File: src/rtl/per_client_token_bucket_limiter_unit_assert.svh
// ----------------------------------------------------------------------------
// Token bucket limiter assertion macros
// Helpers for the concurrent checks in the limiter RTL.
// ----------------------------------------------------------------------------
`ifndef PER_CLIENT_TOKEN_BUCKET_LIMITER_UNIT_ASSERT_SVH
`define PER_CLIENT_TOKEN_BUCKET_LIMITER_UNIT_ASSERT_SVH

// Same-cycle implication, disabled while reset is asserted.
`define PTBL_ASSERT_NOW(name, clk, rst_n, ante, cons, msg) \
	name: assert property (@(posedge clk) disable iff (!rst_n) (ante) |-> (cons)) \
		else $error(msg);

// Next-cycle implication, disabled while reset is asserted.
`define PTBL_ASSERT_NEXT(name, clk, rst_n, ante, cons, msg) \
	name: assert property (@(posedge clk) disable iff (!rst_n) (ante) |=> (cons)) \
		else $error(msg);

`endif

File: src/rtl/ptbl_pkg.sv
// ----------------------------------------------------------------------------
// ptbl_pkg
// Constants, register indexes and controller/datapath interface types for
// the per-client token bucket limiter.
// ----------------------------------------------------------------------------
package ptbl_pkg;

	// Default parameter values.
	localparam int NUM_CLIENTS_DEF = 256;
	localparam int TIME_BITS_DEF   = 48;

	// Fixed field widths.
	localparam int IDX_BITS   = 8;
	localparam int NOW_BITS   = 48;
	localparam int CAP_W      = 16;
	localparam int RATE_W     = 16;
	localparam int CFG_ADDR_W = 2;
	localparam int CFG_DATA_W = 16;

	// Register indexes.
	localparam logic [CFG_ADDR_W-1:0] CFG_CAPACITY = 2'd0;
	localparam logic [CFG_ADDR_W-1:0] CFG_REFILL   = 2'd1;

	// Register reset values.
	localparam logic [CAP_W-1:0]  CAP_RESET  = 16'd3;
	localparam logic [RATE_W-1:0] RATE_RESET = 16'd1;

	// Refill arithmetic. Elapsed seconds saturate at SAT_SECS, so only
	// differences below SAT_SECS * 1000 ms need the divider.
	localparam int MS_PER_SEC = 1000;
	localparam int SAT_SECS   = 65536;
	localparam int SAT_MS     = SAT_SECS * MS_PER_SEC;
	localparam int REM_W      = $clog2(SAT_MS);
	localparam int QUOT_W     = $clog2(SAT_SECS);
	localparam int SECS_W     = QUOT_W + 1;
	localparam int PROD_W     = SECS_W + RATE_W;
	localparam int SUM_W      = PROD_W + 1;

	// Seconds from milliseconds by reciprocal multiplication. For every value
	// below 2**REM_W, (ms * DIV_RECIP) >> DIV_SHIFT equals ms / 1000, since
	// DIV_RECIP * 1000 exceeds 2**DIV_SHIFT by only 264.
	localparam int                 RECIP_W   = 27;
	localparam int                 DIV_SHIFT = 36;
	localparam logic [RECIP_W-1:0] DIV_RECIP = 27'd68719477;
	localparam int                 RPROD_W   = REM_W + RECIP_W;

	// Controller to datapath commands.
	typedef struct packed {
		logic capture;
		logic prep;
		logic recip;
		logic mul;
		logic sum;
		logic commit;
	} ptbl_cmd_t;

	// Datapath to controller status.
	typedef struct packed {
		logic no_refill;
		logic sat;
	} ptbl_status_t;

endpackage

File: src/rtl/ptbl_ctrl.sv
// ----------------------------------------------------------------------------
// ptbl_ctrl
// Limiter sequencer: lookup, optional divide, multiply and saturating sum
// when refilling, write-back, plus the output beat register's valid flag.
// ----------------------------------------------------------------------------
`include "per_client_token_bucket_limiter_unit_assert.svh"

module ptbl_ctrl
	import ptbl_pkg::*;
(
	input  logic         clk,
	input  logic         arst_n,
	input  logic         in_valid,
	output logic         in_ready,
	output logic         out_valid,
	input  logic         out_ready,
	input  ptbl_status_t status,
	output ptbl_cmd_t    cmd
);

	typedef enum logic [2:0] {
		S_IDLE,
		S_LOOK,
		S_DIV,
		S_MUL,
		S_SUM,
		S_DONE
	} state_t;

	state_t state_q;
	logic   out_valid_q;
	logic   out_free;

	// The result can be written once the output register is empty or drains now.
	assign out_free  = !out_valid_q || out_ready;
	assign in_ready  = (state_q == S_IDLE);
	assign out_valid = out_valid_q;

	// Command decode from the current state.
	always_comb begin
		cmd         = '0;
		cmd.capture = (state_q == S_IDLE) && in_valid;
		cmd.prep    = (state_q == S_LOOK);
		cmd.recip   = (state_q == S_DIV);
		cmd.mul     = (state_q == S_MUL);
		cmd.sum     = (state_q == S_SUM);
		cmd.commit  = (state_q == S_DONE) && out_free;
	end

	// State and output valid.
	always_ff @(posedge clk or negedge arst_n) begin
		if (!arst_n) begin
			state_q     <= S_IDLE;
			out_valid_q <= 1'b0;
		end else begin
			if (cmd.commit) begin
				out_valid_q <= 1'b1;
			end else if (out_ready) begin
				out_valid_q <= 1'b0;
			end
			case (state_q)
				S_IDLE: begin
					if (in_valid) begin
						state_q <= S_LOOK;
					end
				end
				S_LOOK: begin
					if (status.no_refill) begin
						state_q <= S_DONE;
					end else if (status.sat) begin
						state_q <= S_MUL;
					end else begin
						state_q <= S_DIV;
					end
				end
				S_DIV: begin
					state_q <= S_MUL;
				end
				S_MUL: begin
					state_q <= S_SUM;
				end
				S_SUM: begin
					state_q <= S_DONE;
				end
				S_DONE: begin
					if (out_free) begin
						state_q <= S_IDLE;
					end
				end
				default: begin
					state_q <= S_IDLE;
				end
			endcase
		end
	end

	// A result is never written over a beat that is still waiting.
	`PTBL_ASSERT_NOW(a_commit_free, clk, arst_n, cmd.commit, (!out_valid_q || out_ready), "commit over pending beat")
	// Every commit presents a beat in the next cycle.
	`PTBL_ASSERT_NEXT(a_commit_shows, clk, arst_n, cmd.commit, out_valid_q, "commit without output beat")
	// The divide cycle hands over to the multiply.
	`PTBL_ASSERT_NEXT(a_div_end, clk, arst_n, (state_q == S_DIV), (state_q == S_MUL), "divide did not finish")
	// An accepted request always goes to the table lookup.
	`PTBL_ASSERT_NEXT(a_accept_look, clk, arst_n, (in_valid && in_ready), (state_q == S_LOOK && !in_ready), "accept without lookup")

endmodule

File: config.mk
export PLATFORM = sky130hd
export DESIGN_NAME = ptbl_ctrl
export DESIGN_NICKNAME = d
export VERILOG_FILES = /design/src/rtl/ptbl_pkg.sv /design/src/rtl/ptbl_ctrl.sv
export VERILOG_INCLUDE_DIRS = /design/src /design/src/rtl
export SDC_FILE = /design/constraint.sdc
export NUM_CORES = 1
export LEC_CHECK = 0
export ABC_AREA = 1
export BUFFER_PORTS_ARGS = -buffer_cell sky130_fd_sc_hd__buf_2
export CAP_MARGIN = 20
export CORE_AREA = 2 2 39 41
export DETAILED_ROUTE_END_ITERATION = 12
export DIE_AREA = 0 0 41 43
export GPL_ROUTABILITY_DRIVEN = 0
export PLACE_DENSITY = 0.4
export SLEW_MARGIN = 20
export SYNTH_ARGS = -nofsm -noshare
export SYNTH_HDL_FRONTEND = slang
export SYNTH_SLANG_ARGS = --single-unit
File: constraint.sdc
create_clock -name clk -period 0.95 [get_ports clk]
set_input_delay 0.0475 -clock clk [delete_from_list [all_inputs] [get_ports clk]]
set_output_delay 0.0475 -clock clk [all_outputs]
set_load 0.01 [all_outputs]
; ---- After elaboration in Yosys (flattened, before gate mapping)
; Cells that the tools add are included.
[op_classes]
eq_ne = 7
n_mux = 7
n_reduce_logical = 7
[op_table]
columns = operator, n
row1 = $pmux 3 s6, 1
row2 = $mux 3, 3
row3 = $eq 3x2->1 const B, 2
row4 = $eq 3x3->1 const B, 2
row5 = $ne 2x2->1 const B, 2
row6 = $eq 3x1->1 const B, 1
row7 = $logic_not 3->1, 1
row8 = $mux 1, 3
row9 = $logic_and 1x1->1, 2
row10 = $reduce_and 2->1, 1
row11 = $reduce_bool 2->1, 1
row12 = $logic_not 1->1, 1
row13 = $logic_or 1x1->1, 1
[totals]
reg_bits = 4
out_inout_bits = 8

; ---- Depth between registers and ports, before layout
; Gate-level depths: netlist of the first run.
[logic_depth]
word_depth = 4
ltp_mapped = 6
depth_no_buf = 6

; ---- Worst setup path before layout of the first run
; OpenSTA, ideal clock, no wires.
[synth_timing]
kind = register to register
startpoint = reg state_q[0]
endpoint = reg state_q[1]
setup_time_ns = 0.065
t_arrival_ns = 0.928
path_slack_ns = -0.043
stages_incl_launch_ff = 3
period_less_slack_ns = 0.993
cell_sequence = dfrtp_1 nor3_1 a21o_1
[synth_lines]
columns = item, line_no
row1 = from (decl), ptbl_ctrl.sv:30  ; state_t state_q;
row2 = from (signal assigned), ptbl_ctrl.sv:53  ; state_q <= S_IDLE;
row3 = from (signal assigned), ptbl_ctrl.sv:64  ; state_q <= S_LOOK;
row4 = from (signal assigned), ptbl_ctrl.sv:69  ; state_q <= S_DONE;

==> results.txt, run 1 <==
outcome -> complete, but fails checks
failing checks -> setup timing
DRT Wirelength -> 640 µm
register bit count reported by yosys -> 4
largest family of logic cells by synthesized area -> simple AND/OR/NAND/NOR gates
skew final -> 0.008544 ns
Max Clk Rate -> 0.8353 GHz
startpoint class of the critical path -> flip-flop
pin count of the biggest net entering global routing -> 7
H-tree depth reported by CTS -> 1
core area -> 0.001384 mm²
Final Max Tran Viols -> 0
placed insts -> 73
total power -> 0.001579 W
number of flops mapped to enable cells by yosys -> 0
Critical path buffers and inverters -> 3
First-pass DRT Iterations -> 1
Post-route DRC -> 0
Initial Util -> 19.17%
final worst path period share -> 126.0%
Synth async-reset ratio -> 100.0%
Synth cell types -> 14
DIE AREA -> 0.001763 mm²
Netlist Area Pre-Place -> 265.3 µm²
Worst-Margin Slew -> 0.1947 ns
antenna viol nets, final -> 0
Worst-path clk slew -> 0.04 ns
Synth Area in Adders -> 0%
Worst EP required -> 0.90 ns
cell row count -> 14
Synth Area in Simple Gates -> 38.68%
root buffer cell -> clkbuf_4
Pwr Density -> 3304 mW/mm²
mux cell area share after synthesis -> 0%
CP peak stage delay -> 0.41 ns
first-pass GRT wire length -> 1062 µm
non-filler cells, final -> 81
switching power -> 0.0006776 W
Synth Area in Compound Gates -> 6.604%
CTS buffer count -> 3
Avg Inst Size Synth -> 6.631 µm²
Mapped Nets -> 46
clk buf depth -> 2
I/O pin total -> 14
critical path class -> flip-flop to primary output
Leak Pwr -> 0.2941 nW
CTS Sinks -> 4
dominant synthesized flop cell -> dfrtp_1
Worst Hold Class -> primary input to flip-flop
Yosys warnings -> 0
share of post-route cells with drive strength above 1 -> 55.38%
Synth top area share -> 37.74%
peak supply drop -> 0.9862 mV
count leader, synth -> inv_1
Rel. slew slack -> 86.95%
Layout Utilization -> 34.54%
register area share after synthesis -> 37.74%
Crit Path Max Fanout -> 5
Layout area overhead -> 80.19%
RSZ-0062 raised after global routing -> yes
CTS tree -> done
Worst-Skew Late Latency -> 0.24 ns
worst path arrival time -> 1.15 ns
Commonest cells post-synth -> inv_1 (10), nand2_1 (6), nor2_1 (6), dfrtp_1 (4), nand3_1 (4)
min Tclk post-route -> 1.197 ns
grt total ovfl -> 0
Fill cells -> 155
hpwl dp -> 494.9 µm
combinational power share -> 60.8%
Syn Inst Count -> 40
XOR/XNOR Fraction of Synth Area -> 0%
CP max-delay cell -> dfrtp_2
Die W -> 41 µm
antenna violations before repair -> 0
Avg Vias per Cell -> 3.840
Final TNS setup -> -1.707 ns
internal power -> 0.0009015 W
Clk pwr share -> 14.6%
Sequential Power Share -> 24.6%
total track usage -> 9.384%
Setup WS post-layout -> -0.2472 ns
Die Ht -> 43 µm
nets -> 72
Max-Cap Viols -> 0
critical path cell sequence -> inv_2, buf_6, nor3_4, buf_2
Area contributors post-synth -> dfrtp_1 (38%), inv_1 (14%), nand2_1 (8.5%)
leading area contributor after synthesis -> dfrtp_1
Final Hold Vio Count -> 0
ANT cells -> 0
WL/cell -> 7.901 µm
Sw Share -> 42.91%
CP top delay family -> flip-flops
vias in the first global route -> 280
First DRT Iteration DRCs -> 0
final-report setup violation count -> 9
CP Capture Type -> primary output
port bufs -> 13
vias -> 311
-- tightest hold or removal path, cell delays in order --
cell	delay, ns
buf_2	0.09
a21oi_1	0.06
nand3_1	0.08
-- registers in the layout (all words and copies together), names as in the netlist --
signal	flops
out_valid	1
state_q	3
-- cells in the final DEF, fill, tap and decap left out --
cell and instances:
a21o_1 1, a21oi_1 1, buf_2 13, buf_4 4
buf_6 3, clkbuf_1 1, clkbuf_4 3, dfrtp_1 1
dfrtp_2 3, dlygate4sd3_1 1, inv_1 9, inv_2 2
inv_4 1, nand2_1 6, nand2_2 1, nand3_1 4
nand3_2 1, nor2_1 4, nor2_2 2, nor2_4 1
nor3_2 1, nor3_4 1, o21ai_0 1
-- area by class of cell --
cell class | count | area (µm²) | area share [%]
clock buffer | 4 | 26.28 | 5.497
inverter | 12 | 47.55 | 9.948
multi-input combinational | 24 | 141.4 | 29.58
sequential | 4 | 103.9 | 21.73
tap | 16 | 20.02 | 4.188
timing repair buffer | 21 | 138.9 | 29.06
-- kinds of logic after synthesis --
group | after synthesis
simple gates | 21
buf+inv | 12
flops | 4
compound gates | 3
-- metrics by stage --
step / instance area [µm²] / hold WS, ns / setup slack (ns)
3_5_place_dp: 389.1 / -0.1431 / -0.07268
3_3_place_gp: 389.1 / -0.1418 / -0.07173
2_1_floorplan: 274.0 / -0.2481 / -0.02045
5_1_grt: 478.0 / 0.1018 / -0.3142
6_report: 478.0 / 0.08218 / -0.2472
4_1_cts: 464.2 / 0.07418 / -0.2620
-- metal layers --
| metal | routed length, µm | vias to the layer above | global-route usage [%] |
|---|---|---|---|
| met2 | 342 | 8 | 14.37 |
| met3 | 45 | 0 | 7.853 |
| met5 | 0 | - | 0 |
| met4 | 0 | 0 | 2.000 |
| li1 | - | 168 | - |
| met1 | 253 | 135 | 9.477 |
-- final timing paths --
check                                       startpoint                      to  slack (ns)  cells after the start
worst max-delay path            state_q[1]$_DFFE_PN0P_                  cmd[3]       -0.25                      4
worst max register to register  state_q[1]$_DFFE_PN0P_  state_q[0]$_DFFE_PN0P_       -0.13                      7
max in group asynchronous                       arst_n  state_q[2]$_DFFE_PN0P_        0.67                      2
min in group asynchronous                       arst_n  state_q[0]$_DFFE_PN0P_        0.14                      2
worst min register to register   out_valid$_DFFE_PN0P_   out_valid$_DFFE_PN0P_        0.57                      2
worst min-delay path                         status[1]  state_q[2]$_DFFE_PN0P_        0.08                      3
-- power by group through the flow --
stage          Clock [W]  Sequential [W]  Combinational, W
2_1_floorplan          0        0.000384          0.000434
3_3_place_gp           0        0.000399          0.000764
3_5_place_dp           0        0.000391          0.000760
4_1_cts         0.000241        0.000385          0.000919
5_1_grt         0.000265        0.000410           0.00107
6_report        0.000230        0.000389          0.000960
-- repair_timing --
action / in CTS / in global routing
hold buffers: 1 / 0
gates cloned: 0 / 0
pin swaps: 1 / 2
setup endpoints to repair: 10 / 10
buffers inserted: 3 / 0
hold endpoints to repair: 4 / 0
gates resized for setup: 5 / 4
Power figures use the tool's default switching activity.
==> run 2, diff against run 1 <==
--- a/config.mk
+++ b/config.mk
@@ -13,7 +13,7 @@
 export DETAILED_ROUTE_END_ITERATION = 12
 export DIE_AREA = 0 0 41 43
 export GPL_ROUTABILITY_DRIVEN = 0
-export PLACE_DENSITY = 0.4
+export PLACE_DENSITY = 0.39
 export SLEW_MARGIN = 20
 export SYNTH_ARGS = -nofsm -noshare
 export SYNTH_HDL_FRONTEND = slang
==> constraint.sdc (replaced) <==
create_clock -name clk -period 1.15 [get_ports clk]
set_input_delay 0.0575 -clock clk [delete_from_list [all_inputs] [get_ports clk]]
set_output_delay 0.0575 -clock clk [all_outputs]
set_load 0.01 [all_outputs]
==> results.txt, run 2 (same netlist as run 1, synthesis figures left out) <==
outcome -> finished, final reports clean
total power -> 0.001083 W
CTS buffer count -> 3
Worst-path clk slew -> 0.03 ns
min Tclk post-route -> 1.136 ns
largest register by flop count -> state_q
most frequent cells in the layout -> buf_2 (13), inv_1 (8), nand2_1 (6)
CP max-delay cell -> dfrtp_2
Rel. slew slack -> 86.90%
Leak Pwr -> 0.2613 nW
I/O pin total -> 14
Max Clk Rate -> 0.8804 GHz
Worst-Skew Late Latency -> 0.23 ns
first-pass GRT wire length -> 828 µm
critical path cell sequence -> nor3_2, buf_2
Pwr Density -> 2631 mW/mm²
root buffer cell -> clkbuf_4
CTS tree -> done
commonest non-fill, non-tap cell in the layout -> buf_2
RSZ-0062 raised after global routing -> yes
H-tree depth reported by CTS -> 1
DIE AREA -> 0.001763 mm²
grt total ovfl -> 0
pre-CTS WS -> 0.07057 ns
Worst Hold Class -> primary input to flip-flop
antenna viol nets, final -> 0
First DRT Iteration DRCs -> 0
vias -> 278
DRT Wirelength -> 574 µm
Crit Path Max Fanout -> 7
CP Capture Type -> primary output
Post-route DRC -> 0
CTS Sinks -> 4
hpwl dp -> 462.2 µm
Final Max Tran Viols -> 0
Initial Util -> 19.17%
final-report setup violation count -> 0
Largest register FFs -> 3
share of post-route cells with drive strength above 1 -> 53.45%
Die Ht -> 43 µm
startpoint class of the critical path -> flip-flop
port bufs -> 13
Die W -> 41 µm
Setup WS post-layout -> 0.01417 ns
worst path arrival time -> 1.08 ns
Worst EP required -> 1.09 ns
core area -> 0.001384 mm²
Top Metal Used -> met4
met2 wire length -> 297 µm
# Post-CTS Setup Buffers -> 0
Worst-Margin Slew -> 0.1955 ns
clk buf depth -> 2
skew final -> 0.0005381 ns
nets -> 66
Fill cells -> 162
Avg Vias per Cell -> 3.757
Layout area overhead -> 55.19%
WL/cell -> 7.757 µm
cell row count -> 14
final worst path period share -> 98.77%
vias in the first global route -> 246
First-pass DRT Iterations -> 1
total track usage -> 7.460%
Max-Cap Viols -> 0
Final Hold Vio Count -> 0
internal reg-to-reg setup slack -> 0.13 ns
pin count of the biggest net entering global routing -> 8
antenna violations before repair -> 0
peak supply drop -> 0.6841 mV
critical path class -> flip-flop to primary output
CP peak stage delay -> 0.46 ns
ANT cells -> 0
WL met1 -> 240 µm
DR WL met3 -> 30 µm
-- run 2: final cells by class --
type / instances / area, µm² / area share (%)
Sequential cell: 4 / 103.9 / 25.23
Inverter: 12 / 45.04 / 10.94
Clock buffer: 3 / 22.52 / 5.471
Timing Repair Buffer: 15 / 82.58 / 20.06
Multi-Input combinational cell: 24 / 137.6 / 33.43
Tap cell: 16 / 20.02 / 4.863
-- run 2: worst paths after layout --
check                                       startpoint                     end  depth (start not counted)
max in group asynchronous                       arst_n  state_q[2]$_DFFE_PN0P_                          2
worst min-delay path                         status[1]  state_q[2]$_DFFE_PN0P_                          3
worst max-delay path            state_q[0]$_DFFE_PN0P_                  cmd[3]                          2
worst min register to register   out_valid$_DFFE_PN0P_   out_valid$_DFFE_PN0P_                          2
min in group asynchronous                       arst_n  state_q[0]$_DFFE_PN0P_                          2
worst max register to register  state_q[1]$_DFFE_PN0P_  state_q[0]$_DFFE_PN0P_                          6
-- run 2: metal layers --
metal | vias to the layer above | global-route usage (%)
met2 | 6 | 11.88
met3 | 2 | 1.571
met5 | - | 0
met4 | 0 | 8.000
met1 | 113 | 6.840
li1 | 157 | -
-- run 2: repair_timing --
action	in CTS	in global routing
hold buffers	1	0
resized for setup	4	5
endpoints found under the setup margin	5	7
hold endpoints to repair	4	0
-- run 2: report_power, final --
| group | leakage [nW] | switching (W) | internal, W |
|---|---|---|---|
| Combinational | 0.200 | 0.000325 | 0.000252 |
| Clock | 0.0138 | 0.0000489 | 0.000116 |
| Sequential | 0.0471 | 0.000121 | 0.000221 |
| Total | 0.261 | 0.000495 | 0.000588 |
-- run 2: per-stage QoR --
stage | utilization, % | cell area, µm² | setup TNS (ns) | hold slack [ns] | cells
4_1_cts | 28.93 | 400.4 | -0.01497 | 0.08797 | 74
6_report | 29.75 | 411.6 | 0 | 0.08142 | 74
5_1_grt | 29.75 | 411.6 | -0.2535 | 0.1070 | 74
2_1_floorplan | - | 265.3 | 0 | -0.2381 | 40
3_3_place_gp | 25.86 | 357.8 | 0 | -0.1341 | 70
3_5_place_dp | 25.86 | 357.8 | 0 | -0.1331 | 70
-- run 2: critical path, delay by kind of cell, from the launching register on --
kind / cells / cell delay (ns)
DFF: 1 / 0.46
buffers and inverters: 1 / 0.16
and+or+nand+nor: 1 / 0.23
